--- src/rtl/can_bit_timing_search_assert.svh ---
// Assertion macros for the CAN bit timing search RTL.
`ifndef CAN_BIT_TIMING_SEARCH_ASSERT_SVH
`define CAN_BIT_TIMING_SEARCH_ASSERT_SVH

// Immediate implication checked at every clock edge outside reset.
`define CBTS_ASSERT_IMPL(label, ante, cons, msg) \
  label: assert property (@(posedge clk_i) disable iff (!rst_ni) (ante) |-> (cons)) \
    else $error(msg);

// Implication whose consequence is checked at the next clock edge.
`define CBTS_ASSERT_NEXT(label, ante, cons, msg) \
  label: assert property (@(posedge clk_i) disable iff (!rst_ni) (ante) |=> (cons)) \
    else $error(msg);

`endif

--- src/rtl/cbts_pkg.sv ---
// Shared types and constants of the CAN bit timing search.
package cbts_pkg;

  localparam int unsigned MaxSeg1    = 16;
  localparam int unsigned MaxSeg2    = 8;
  localparam int unsigned MaxDivider = 1024;
  localparam int unsigned SpScale    = 1000;

  localparam int unsigned QuoW   = 11;   // quotient bits the divider produces
  localparam int unsigned DvdW   = 32;   // dividend width
  localparam int unsigned DvsW   = 25;   // divisor width: bitrate times quanta
  localparam int unsigned RateW  = 20;
  localparam int unsigned TgtW   = 10;
  localparam int unsigned Seg1W  = 4;
  localparam int unsigned Seg2W  = 3;
  localparam int unsigned QntW   = 5;

  typedef enum logic [2:0] {
    ST_IDLE,
    ST_MUL,
    ST_PRE,
    ST_PRE_WAIT,
    ST_SP,
    ST_SP_WAIT,
    ST_EVAL,
    ST_FINISH
  } cbts_state_e;

  typedef struct packed {
    logic              start;
    logic [DvdW-1:0]   dividend;
    logic [DvsW-1:0]   divisor;
  } cbts_div_req_t;

  typedef struct packed {
    logic              done;
    logic              ovf;     // quotient does not fit in QuoW bits
    logic              exact;   // remainder is zero
    logic [QuoW-1:0]   quo;
  } cbts_div_rsp_t;

endpackage

--- src/rtl/cbts_div.sv ---
// Restoring divider producing an 11-bit quotient, one bit per cycle.
module cbts_div
  import cbts_pkg::*;
(
  input  logic          clk_i,
  input  logic          rst_ni,
  input  cbts_div_req_t req_i,
  output cbts_div_rsp_t rsp_o
);

  localparam int unsigned DsW = DvsW + QuoW - 1;

  logic                busy_q, busy_d;
  logic                done_q, done_d;
  logic [3:0]          cnt_q;
  logic [DvdW-1:0]     rem_q;
  logic [DsW-1:0]      ds_q;
  logic [QuoW-1:0]     quo_q;
  logic                ovf_q;
  logic                ge;

  assign ge = ({{(DsW-DvdW){1'b0}}, rem_q} >= ds_q);

  always_comb begin
    busy_d = busy_q;
    done_d = 1'b0;
    if (req_i.start) begin
      busy_d = 1'b1;
    end else if (busy_q && (cnt_q == 4'd0)) begin
      busy_d = 1'b0;
      done_d = 1'b1;
    end
  end

  always_ff @(posedge clk_i or negedge rst_ni) begin
    if (!rst_ni) begin
      busy_q <= 1'b0;
      done_q <= 1'b0;
      cnt_q  <= 4'd0;
    end else begin
      busy_q <= busy_d;
      done_q <= done_d;
      if (req_i.start) begin
        cnt_q <= 4'(QuoW - 1);
      end else if (busy_q && (cnt_q != 4'd0)) begin
        cnt_q <= cnt_q - 4'd1;
      end
    end
  end

  always_ff @(posedge clk_i) begin
    if (req_i.start) begin
      rem_q <= req_i.dividend;
      ds_q  <= {req_i.divisor, {(QuoW-1){1'b0}}};
      quo_q <= '0;
      ovf_q <= ({{(QuoW+DvsW-DvdW){1'b0}}, req_i.dividend} >= {req_i.divisor, {QuoW{1'b0}}});
    end else if (busy_q) begin
      if (ge) begin
        rem_q <= rem_q - ds_q[DvdW-1:0];
      end
      quo_q <= {quo_q[QuoW-2:0], ge};
      ds_q  <= ds_q >> 1;
    end
  end

  assign rsp_o.done  = done_q;
  assign rsp_o.ovf   = ovf_q;
  assign rsp_o.exact = (rem_q == '0);
  assign rsp_o.quo   = quo_q;

endmodule

--- src/rtl/can_bit_timing_search.sv ---
// Top level of the CAN bit timing search: sequencer, best-candidate tracking, output register.
//
// The block finds CAN bit timing for a requested bitrate and sample point.
// cfg_we_i/cfg_wdata_i write the peripheral clock rate in hertz; write it
// only while the block is idle. An item on the slave stream carries the
// bitrate and the target sample point in permille. For every item one
// result item leaves on the master stream: tuser is the found flag, tdata
// holds the prescaler and the segment register fields (zero if not found).
// The search runs over 16 segment-1 by 8 segment-2 lengths, outer loop on
// segment 1. Each candidate uses one shared restoring divider: first
// clock / (bitrate * quanta) for the prescaler and exactness, then, only
// for a kept prescaler, the sample point (1 + seg1) * 1000 / quanta. The
// divider produces one quotient bit per cycle and sets the search time.
// Only one item is in work at a time; s_axis_tready_o is high while idle.
// The finished result sits in an output register, so a new item may be
// accepted while the receiver stalls on the previous result; a second
// result waits until the register frees. Reset clears the clock rate to
// zero and empties the output register.
module can_bit_timing_search
  import cbts_pkg::*;
(
  input  logic        clk_i,
  input  logic        rst_ni,
  input  logic        cfg_we_i,
  input  logic [31:0] cfg_wdata_i,
  input  logic        s_axis_tvalid_i,
  output logic        s_axis_tready_o,
  input  logic [31:0] s_axis_tdata_i,   // [19:0] bitrate, [29:20] sample_target
  output logic        m_axis_tvalid_o,
  input  logic        m_axis_tready_i,
  output logic [23:0] m_axis_tdata_o,   // [10:0] prescaler, [14:11] seg1_field,
                                        // [17:15] seg2_field
  output logic        m_axis_tuser_o    // [0] found
);

  cbts_state_e      state_q, state_d;
  logic [31:0]      clock_hz_q;
  logic [RateW-1:0] rate_q;
  logic [TgtW-1:0]  target_q;
  logic [Seg1W-1:0] s1_q;          // segment-1 length minus one
  logic [Seg2W-1:0] s2_q;          // segment-2 length minus one
  logic [DvsW-1:0]  dvs_q;         // bitrate times quanta
  logic [14:0]      spnum_q;       // (1 + seg1) * 1000
  logic [QuoW-1:0]  pres_q;
  logic             ok_q;
  logic             have_q;
  logic [TgtW-1:0]  best_err_q;
  logic [QuoW-1:0]  best_pres_q;
  logic [Seg1W-1:0] best_s1_q;
  logic [Seg2W-1:0] best_s2_q;
  logic             out_valid_q;
  logic [23:0]      out_data_q;
  logic             out_found_q;

  logic [QntW-1:0]  quanta;
  logic             in_acc;
  logic             load_out;
  logic             last_cand;
  logic             pres_ok;
  logic [TgtW-1:0]  sp;
  logic [TgtW-1:0]  err;
  logic             better;
  cbts_div_req_t    div_req;
  cbts_div_rsp_t    div_rsp;
  logic             res_found;     // a found result item is offered
  logic             res_empty;     // a not-found result item is offered
  logic             res_pres_ok;   // offered prescaler lies in the legal range

  cbts_div u_div (
    .clk_i  (clk_i),
    .rst_ni (rst_ni),
    .req_i  (div_req),
    .rsp_o  (div_rsp)
  );

  // Total quanta: sync quantum plus both segments.
  assign quanta = QntW'(3) + QntW'(s1_q) + QntW'(s2_q);

  assign in_acc    = s_axis_tvalid_i && s_axis_tready_o;
  assign last_cand = (s1_q == Seg1W'(MaxSeg1 - 1)) && (s2_q == Seg2W'(MaxSeg2 - 1));

  // A candidate is kept only for an exact, in-range prescaler.
  assign pres_ok = !div_rsp.ovf && div_rsp.exact && (div_rsp.quo != '0) &&
                   (div_rsp.quo <= QuoW'(MaxDivider));

  // The sample point never exceeds 1000, so it fits the target width.
  assign sp     = div_rsp.quo[TgtW-1:0];
  assign err    = (sp > target_q) ? (sp - target_q) : (target_q - sp);
  assign better = ok_q && (!have_q || (err < best_err_q));

  always_comb begin
    state_d          = state_q;
    div_req.start    = 1'b0;
    div_req.dividend = clock_hz_q;
    div_req.divisor  = dvs_q;
    load_out         = 1'b0;
    s_axis_tready_o  = 1'b0;
    case (state_q)
      ST_IDLE: begin
        s_axis_tready_o = 1'b1;
        if (s_axis_tvalid_i) begin
          state_d = ST_MUL;
        end
      end
      ST_MUL: begin
        state_d = ST_PRE;
      end
      ST_PRE: begin
        div_req.start = 1'b1;
        state_d       = ST_PRE_WAIT;
      end
      ST_PRE_WAIT: begin
        if (div_rsp.done) begin
          state_d = pres_ok ? ST_SP : ST_EVAL;
        end
      end
      ST_SP: begin
        div_req.start    = 1'b1;
        div_req.dividend = {17'b0, spnum_q};
        div_req.divisor  = DvsW'(quanta);
        state_d          = ST_SP_WAIT;
      end
      ST_SP_WAIT: begin
        if (div_rsp.done) begin
          state_d = ST_EVAL;
        end
      end
      ST_EVAL: begin
        state_d = last_cand ? ST_FINISH : ST_MUL;
      end
      ST_FINISH: begin
        if (!out_valid_q || m_axis_tready_i) begin
          load_out = 1'b1;
          state_d  = ST_IDLE;
        end
      end
      default: begin
        state_d = ST_IDLE;
      end
    endcase
  end

  always_ff @(posedge clk_i or negedge rst_ni) begin
    if (!rst_ni) begin
      state_q     <= ST_IDLE;
      clock_hz_q  <= '0;
      out_valid_q <= 1'b0;
      have_q      <= 1'b0;
      s1_q        <= '0;
      s2_q        <= '0;
    end else begin
      state_q <= state_d;
      if (cfg_we_i) begin
        clock_hz_q <= cfg_wdata_i;
      end
      if (load_out) begin
        out_valid_q <= 1'b1;
      end else if (m_axis_tready_i) begin
        out_valid_q <= 1'b0;
      end
      if (in_acc) begin
        have_q <= 1'b0;
        s1_q   <= '0;
        s2_q   <= '0;
      end else if (state_q == ST_EVAL) begin
        if (better) begin
          have_q <= 1'b1;
        end
        // Inner loop over segment 2, outer over segment 1.
        if (s2_q == Seg2W'(MaxSeg2 - 1)) begin
          s2_q <= '0;
          s1_q <= s1_q + Seg1W'(1);
        end else begin
          s2_q <= s2_q + Seg2W'(1);
        end
      end
    end
  end

  always_ff @(posedge clk_i) begin
    if (in_acc) begin
      rate_q   <= s_axis_tdata_i[RateW-1:0];
      target_q <= s_axis_tdata_i[RateW+TgtW-1:RateW];
    end
    if (state_q == ST_MUL) begin
      dvs_q   <= DvsW'(rate_q) * DvsW'(quanta);
      spnum_q <= ({11'b0, s1_q} + 15'd2) * 15'(SpScale);
    end
    if ((state_q == ST_PRE_WAIT) && div_rsp.done) begin
      pres_q <= div_rsp.quo;
      ok_q   <= pres_ok;
    end
    if ((state_q == ST_EVAL) && better) begin
      best_err_q  <= err;
      best_pres_q <= pres_q;
      best_s1_q   <= s1_q;
      best_s2_q   <= s2_q;
    end
    if (load_out) begin
      out_found_q <= have_q;
      out_data_q  <= have_q ? {6'b0, best_s2_q, best_s1_q, best_pres_q} : '0;
    end
  end

  assign m_axis_tvalid_o = out_valid_q;
  assign m_axis_tdata_o  = out_data_q;
  assign m_axis_tuser_o  = out_found_q;

  assign res_found   = m_axis_tvalid_o && m_axis_tuser_o;
  assign res_empty   = m_axis_tvalid_o && !m_axis_tuser_o;
  assign res_pres_ok = (m_axis_tdata_o[QuoW-1:0] != '0) &&
                       (m_axis_tdata_o[QuoW-1:0] <= QuoW'(MaxDivider));

`include "can_bit_timing_search_assert.svh"

  `CBTS_ASSERT_IMPL(a_found_pres, res_found, res_pres_ok, "found result with bad prescaler")
  `CBTS_ASSERT_IMPL(a_notfound_zero, res_empty, m_axis_tdata_o == '0, "nonzero not-found result")
  `CBTS_ASSERT_NEXT(a_busy_after_acc, in_acc, !s_axis_tready_o, "item accepted mid-search")

endmodule

--- config.mk ---
export PLATFORM = sky130hd
export DESIGN_NAME = can_bit_timing_search
export DESIGN_NICKNAME = d
export VERILOG_FILES = /design/src/rtl/cbts_pkg.sv /design/src/rtl/cbts_div.sv /design/src/rtl/can_bit_timing_search.sv
export VERILOG_INCLUDE_DIRS = /design/src /design/src/rtl
export SDC_FILE = /design/constraint.sdc
export NUM_CORES = 1
export LEC_CHECK = 0
export BUFFER_PORTS_ARGS = -buffer_cell sky130_fd_sc_hd__buf_2
export CAP_MARGIN = 20
export CORE_MARGIN = 2
export CORE_UTILIZATION = 46
export DETAILED_ROUTE_END_ITERATION = 10
export PLACE_DENSITY = 0.73
export SYNTH_ARGS = -nofsm -noshare
export SYNTH_HDL_FRONTEND = slang
export SYNTH_SLANG_ARGS = --single-unit
--- constraint.sdc ---
create_clock -name clk_i -period 7.3 [get_ports clk_i]
set_input_delay 0 -clock clk_i [delete_from_list [all_inputs] [get_ports clk_i]]
set_output_delay 0 -clock clk_i [all_outputs]
set_load 0.01 [all_outputs]
; Yosys cells after proc, flatten, opt, wreduce, memory -nomap -nowiden
; Index checks and enable logic that the tools add are counted.
[word_totals]
latchBits = 0
ff_bits = 261
mem_bits_ro = 0
out_inout_bits = 27
mem_bits_rw = 0
mem_count = 0
wordCells = 124
[op_classes]
n_shift = 0
mul = 2
bitwise = 0
n_div = 0
n_addsub = 9
mux = 35
eq_ne = 13
order_cmp = 5
reduce_logical = 33
[op_table]
columns = op, count
row1 = two-way mux 32 bit, 3
row2 = two-way mux 35 bit, 2
row3 = two-way mux 57 bit, 1
row4 = >= comparator 32 x 36 -> 1 bit, 1
row5 = >= comparator 32 x 35 -> 1 bit, 1
row6 = zero test 32 bit, 1
row7 = subtractor 32 bit, 1
row8 = multiplier 20 x 5 -> 25 bit, 1
row9 = two-way mux 3 bit, 8
row10 = case mux 3 bit (8 select lines), 1
row11 = two-way mux 4 bit, 5
row12 = subtractor 10 bit, 2
row13 = nonzero test 2 bit, 8
row14 = == test 3 bit (second input constant), 5
row15 = two-way mux 1 bit, 13
row16 = multiplier 5 x 7 -> 12 bit (second input constant), 1
row17 = less-or-equal comparator 11 bit (second input constant), 1
row18 = nonzero test 11 bit, 1
row19 = greater-than comparator 10 bit, 1
row20 = logical AND 1 bit, 10
row21 = less-than comparator 10 bit, 1
row22 = two-way mux 10 bit, 1
row23 = == test 3 x 2 -> 1 bit (second input constant), 2
row24 = AND reduction 2 bit, 3
row25 = 18 further kinds, 23

; Logic depth before layout (Yosys ltp)
[logic_depth]
depth_word = 8
mapped_depth = 24
mapped_depth_nobuf = 23

; Cells and area by module
; Synthesis repeated with hierarchy kept, for this count alone.
[hier_totals]
hier_cells = 1675
hier_area_um2 = 17380.4
[by_module_without_submodules]
columns = mod, n_inst, seq_area_each_um2, area_each_um2, cells_per_inst
row1 = can_bit_timing_search, 1, 4884.7, 11349.6, 989
row2 = cbts_div, 1, 2312.2, 6030.8, 686

; Worst setup path before layout
; Ideal clock, no wire load.
[synth_path]
path_kind = register -> register
from = reg s1_q[1]
to = reg dvs_q[23], data pin
path_slack_ns = 1.316
synth_period_minus_slack_ns = 5.984
arrival_ns = 5.725
stages_incl_launch_ff = 24
path_cell_list = dfrtp_1 > inv_1 > ha_1 > inv_1 > ha_1 > fa_1 > xor2_1 > clkbuf_1 > and2_1 > fa_1 > fa_1 > inv_1 > fa_1 > inv_1 > ha_1 > a21o_1 > a21o_1 > a21o_1 > a21o_1 > a221o_2 > a21oi_2 > o21ba_2 > o21ai_2 > xor2_1
[synth_between]
elab_chain_len = 3
[synth_rtl]
columns = item, line_no
row1 = from (decl), can_bit_timing_search.sv:40  ; logic [Seg1W-1:0] s1_q;
row2 = from (signal assigned), can_bit_timing_search.sv:172  ; s1_q <= s1_q + Seg1W'(1);
row3 = adder 2 x 4 -> 5 bit, can_bit_timing_search.sv:77  ; assign quanta = QntW'(3) + QntW'(s1_q) + QntW'(s2_q);
row4 = adder 5 x 3 -> 5 bit, can_bit_timing_search.sv:77
row5 = multiplier 20 x 5 -> 25 bit, can_bit_timing_search.sv:186  ; dvs_q <= DvsW'(rate_q) * DvsW'(quanta);
row6 = to (signal assigned), can_bit_timing_search.sv:186
row7 = to (decl), can_bit_timing_search.sv:42  ; logic [DvsW-1:0] dvs_q;
; No other way between the ends.
; A chain may end at the register's enable or synchronous reset.

; Worst setup path after layout
; Same ends and word-level chain as after synthesis.

==> flow_summary.html <==
<table>
<tr><th>Metric</th><th>Value</th></tr>
<tr><th colspan="2">Layout</th></tr>
<tr><td>Diode count</td><td>0</td></tr>
<tr><td>Final layout net count</td><td>roughly 2000</td></tr>
<tr><td>Commonest cells after routing, fill and taps aside</td><td>edfxtp_1, inv_1, ha_1</td></tr>
<tr><td>Area growth syn-to-layout</td><td>15.5%</td></tr>
<tr><td>Most common cell after layout, fill and taps aside</td><td>edfxtp_1</td></tr>
<tr><td>Proportion of layout cells with a drive suffix above 1</td><td>0.119</td></tr>
<tr><th colspan="2">Critical path</th></tr>
<tr><td>Worst path slowest cell</td><td>dfrtp_1</td></tr>
<tr><td>Worst Setup Path Type</td><td>flop to flop</td></tr>
<tr><td>Arr. time, crit path</td><td>around 6.7 ns</td></tr>
<tr><td>Peak per-stage delay on the critical path</td><td>0.60 ns</td></tr>
<tr><td>Number of buffers and inverters on the critical path</td><td>5</td></tr>
<tr><td>Top cell family by delay on the critical path</td><td>adder cells</td></tr>
<tr><td>Largest fanout of any net on the critical path</td><td>21</td></tr>
<tr><td>CP Cell Sequence</td><td>inv_1 -&gt; ha_1 -&gt; inv_1 -&gt; ha_1 -&gt; fa_1 -&gt; xor2_1 -&gt; buf_4 -&gt; and2_1 -&gt; fa_1 -&gt; fa_1 -&gt; inv_1 -&gt; fa_1 -&gt; inv_1 -&gt; ha_1 -&gt; a21o_1 -&gt; a21o_1 -&gt; a21o_1 -&gt; a21o_1 -&gt; a221o_2 -&gt; a21oi_2 -&gt; o21ba_2 -&gt; o21ai_2 -&gt; xor2_1</td></tr>
<tr><td>Kind of start point of the critical path</td><td>flop</td></tr>
<tr><td>Type of destination of the critical path</td><td>flop</td></tr>
<tr><td>Req. time, crit path</td><td>7.61 ns</td></tr>
<tr><th colspan="2">Outcome</th></tr>
<tr><td>Result of the run</td><td>completed</td></tr>
<tr><th colspan="2">Logic synthesis</th></tr>
<tr><td>Parity-gate share of the synthesized area counting xor and xnor cells</td><td>0.0379</td></tr>
<tr><td>Adder-Cell Fraction of Synth Area</td><td>0.189</td></tr>
<tr><td>Count of unique library cells instantiated by Yosys</td><td>between 70 and 80</td></tr>
<tr><td>Most instantiated flip-flop cell in the synthesis netlist</td><td>edfxtp_1</td></tr>
<tr><td>Number of storage elements in the synthesis netlist</td><td>255</td></tr>
<tr><td>Share of synthesized cell area in and, or, nand and nor gates</td><td>0.130</td></tr>
<tr><td>Post-synth design cell area</td><td>16900 um^2</td></tr>
<tr><td>Synthesis Warnings</td><td>0</td></tr>
<tr><td>Async SR Flop Fraction</td><td>0.196</td></tr>
<tr><td>Count of flip-flops with a built-in enable after synthesis</td><td>184</td></tr>
<tr><td>Sequential fraction of the synthesis area</td><td>0.426</td></tr>
<tr><td>Combinational family with the most area after synthesis</td><td>adder cells</td></tr>
<tr><td>Fraction of synthesized area in multiplexers</td><td>0.0417</td></tr>
<tr><td>Mean cell area of the mapped netlist</td><td>~11 um^2</td></tr>
<tr><td>Post-synthesis compound-gate area fraction</td><td>0.118</td></tr>
<tr><td>Cell count after synthesis</td><td>1580</td></tr>
<tr><th colspan="2">Clock network</th></tr>
<tr><td>Latest clock arrival within the worst-skew pair</td><td>0.57 ns</td></tr>
<tr><td>Number of buffers between clock root and the deepest sink</td><td>3</td></tr>
<tr><td>Reg clk slew, reported paths</td><td>0.06 ns</td></tr>
<tr><td>Buffer type at the clock tree root</td><td>clkbuf_16</td></tr>
<tr><td>H-Tree Depth</td><td>1</td></tr>
<tr><td>TritonCTS clock tree</td><td>built</td></tr>
<tr><td>Clock Sink Count</td><td>255</td></tr>
<tr><td>Number of CTS-inserted buffers</td><td>29</td></tr>
<tr><td>Post-CTS setup buffer count</td><td>0</td></tr>
<tr><th colspan="2">Route</th></tr>
<tr><td>Final routed wire length divided by cell count</td><td>approximately 16 um</td></tr>
<tr><td>Post-detailed-routing wire length</td><td>35.8 mm</td></tr>
<tr><td>Detailed-route vias per instance</td><td>5.31</td></tr>
<tr><td>Routed vias</td><td>approximately 12000</td></tr>
<tr><td>Number of DRC violations after detailed routing</td><td>0</td></tr>
<tr><td>Antenna-violating nets left</td><td>0</td></tr>
<tr><td>Number of detailed-route iterations in the first pass</td><td>5</td></tr>
<tr><td>Number of DRC violations after detailed-routing iteration 0</td><td>684</td></tr>
<tr><th colspan="2">Global route</th></tr>
<tr><td>Total global-route track usage</td><td>0.190</td></tr>
<tr><td>Global-route wire length before repair</td><td>between 50 and 60 mm</td></tr>
<tr><td>Grt total ovfl</td><td>0</td></tr>
<tr><td>Antenna violations before repair</td><td>0</td></tr>
<tr><td>Largest net degree at the start of global routing</td><td>58</td></tr>
<tr><td>Vias in the first global route</td><td>between 10000 and 15000</td></tr>
<tr><th colspan="2">Timing</th></tr>
<tr><td>Post-route worst hold slack</td><td>0.0778 ns</td></tr>
<tr><td>Final worst setup slack</td><td>approximately 0.96 ns</td></tr>
<tr><td>Max-slew violation count</td><td>0</td></tr>
<tr><td>Total Negative Setup Slacks</td><td>0 ns</td></tr>
<tr><td>Total setup violations reported at the end of the flow</td><td>0</td></tr>
<tr><td>Achievable frequency</td><td>158 MHz</td></tr>
<tr><td>Worst Tran Pin Value</td><td>0.993 ns</td></tr>
<tr><td>Final clock period utilization by the worst path</td><td>0.868</td></tr>
<tr><td>Final critical delay including setup and external delays</td><td>~6.3 ns</td></tr>
<tr><td>Worst slew margin relative to its limit</td><td>0.336</td></tr>
<tr><td>RSZ-0062 raised after global routing</td><td>false</td></tr>
<tr><td>Fin Clk Skew</td><td>0.0241 ns</td></tr>
<tr><td>Final Hold Fails</td><td>0</td></tr>
<tr><th colspan="2">Die</th></tr>
<tr><td>Floorplan die width</td><td>~200 um</td></tr>
<tr><td>Height of the die</td><td>196 um</td></tr>
<tr><td>Initial standard-cell utilization of the core</td><td>0.464</td></tr>
<tr><td>Io pins</td><td>96</td></tr>
<tr><td>Area of the placeable core</td><td>36300 um^2</td></tr>
<tr><td>Row Count</td><td>70</td></tr>
<tr><td>Die area</td><td>between 30000 and 40000 um^2</td></tr>
<tr><th colspan="2">Place</th></tr>
<tr><td>Routability congestion estimate</td><td>0.905</td></tr>
<tr><td>Post-Place Setup Slack</td><td>around 0.99 ns</td></tr>
<tr><td>Post-DP HPWL</td><td>26.2 mm</td></tr>
<tr><td>Count of buffers inserted at the top-level ports</td><td>87</td></tr>
<tr><th colspan="2">Min path</th></tr>
<tr><td>Min-delay worst type</td><td>input pin to async pin</td></tr>
<tr><th colspan="2">Run</th></tr>
<tr><td>Number of max-cap violations</td><td>0</td></tr>
</table>
[sequential cells by signal (all words and copies together), names as in the netlist, 3 cells and up]
name	count
u_div.ds_q	35
pres_q	11
spnum_q	12
best_s2_q	3
u_div.rem_q	32
clock_hz_q	32
u_div.cnt_q	4
target_q	10
best_err_q	10
rate_q	20
dvs_q	25
best_pres_q	11
m_axis_tdata_o	18
s1_q	4
best_s1_q	4
u_div.quo_q	11
state_q	3
s2_q	3
[path summary, 6_finish.rpt]
path                       depth (start not counted)                 start  slack, ns                         end
max                                               23   s1_q[1]$_DFFE_PN0P_       0.96         dvs_q[23]$_DFFE_PP_
min                                                3                rst_ni       0.08  clock_hz_q[22]$_DFFE_PN0P_
max reg2reg                                       23   s1_q[1]$_DFFE_PN0P_       0.96         dvs_q[23]$_DFFE_PP_
min reg2reg                                        0  pres_q[10]$_DFFE_PP_       0.42   best_pres_q[10]$_DFFE_PP_
max in group asynchronous                          3                rst_ni       6.69         s2_q[1]$_DFFE_PN0P_
min in group clk_i                                 2    s_axis_tdata_i[22]       0.14       target_q[2]$_DFFE_PP_
[metrics by stage]
stage / instances / area (um^2) / utilization
finish: 2210 / 19500 / 0.536
detailed placement: 2089 / 17800 / 0.489
CTS: 2208 / 19500 / 0.535
global placement: 2089 / 17800 / 0.489
floorplan: 1585 / 16900 / -
global route: 2210 / 19500 / 0.536
[worst register-to-register path: stages, from the launching register on]
cell     delay (ns)
dfrtp_1        0.60
inv_1          0.25
ha_1           0.33
inv_1          0.04
ha_1           0.21
fa_1           0.38
xor2_1         0.16
buf_4          0.26
and2_1         0.21
fa_1           0.45
fa_1           0.54
inv_1          0.05
fa_1           0.53
inv_1          0.04
ha_1           0.35
a21o_1         0.20
a21o_1         0.17
a21o_1         0.17
a21o_1         0.19
a221o_2        0.41
a21oi_2        0.18
o21ba_2        0.18
o21ai_2        0.06
xor2_1         0.14
[cell type report]
cell class	instances	area [um^2]
fill	3032	16800
clock buffer	36	803
tap	468	586
timing repair buffer	165	1210
multi-input combinational	1084	8770
inverter	184	691
sequential	255	7200
clock inverter	18	235
[cells in the mapped netlist (all sizes together) (32+ instances only)]
| cell | n | area, um^2 |
|---|---|---|
| a21o | 45 | 339 |
| a21oi | 87 | 447 |
| and2 | 96 | 601 |
| clkbuf | 46 | 173 |
| dfrtp | 50 | 1250 |
| edfxtp | 184 | 5530 |
| fa | 68 | 1360 |
| ha | 146 | 1830 |
| inv | 184 | 691 |
| mux2 | 34 | 383 |
| mux2i | 32 | 320 |
| nand2 | 102 | 383 |
| nor2 | 71 | 267 |
| o21ai | 67 | 347 |
| xnor2 | 45 | 394 |
[logic make-up (layout without fill, tap and decap cells)]
family / count (synthesis) / after routing
xor gates and xnor gates: 73 / 73
other: 1 / 6
buffers and inverters: 246 / 403
muxes: 66 / 66
DFF: 255 / 255
and+or+nand+nor: 423 / 423
AOI/OAI and AO/OA: 302 / 302
adders and majority gates: 214 / 214
[what timing repair did]
action | 4_1_cts | 5_1_grt
resized for setup | 0 | 0
hold buffers | 65 | 0
endpoints found under the hold margin | 116 | 0
[layer usage]
metal | up-vias | share of wire | routed length, um | track usage
met5 | - | 0 | 0 | 0
met3 | 60 | 0.037 | 1330 | 0.0250
met4 | 0 | 0.031 | 1100 | 0.0642
met1 | 5688 | 0.44 | 15800 | 0.245
met2 | 235 | 0.49 | 17600 | 0.332
li1 | 5747 | - | - | -
Power is left out: the tool's default activity adds up to more than one toggle a clock period on the data nets, which glitch-free logic cannot reach.
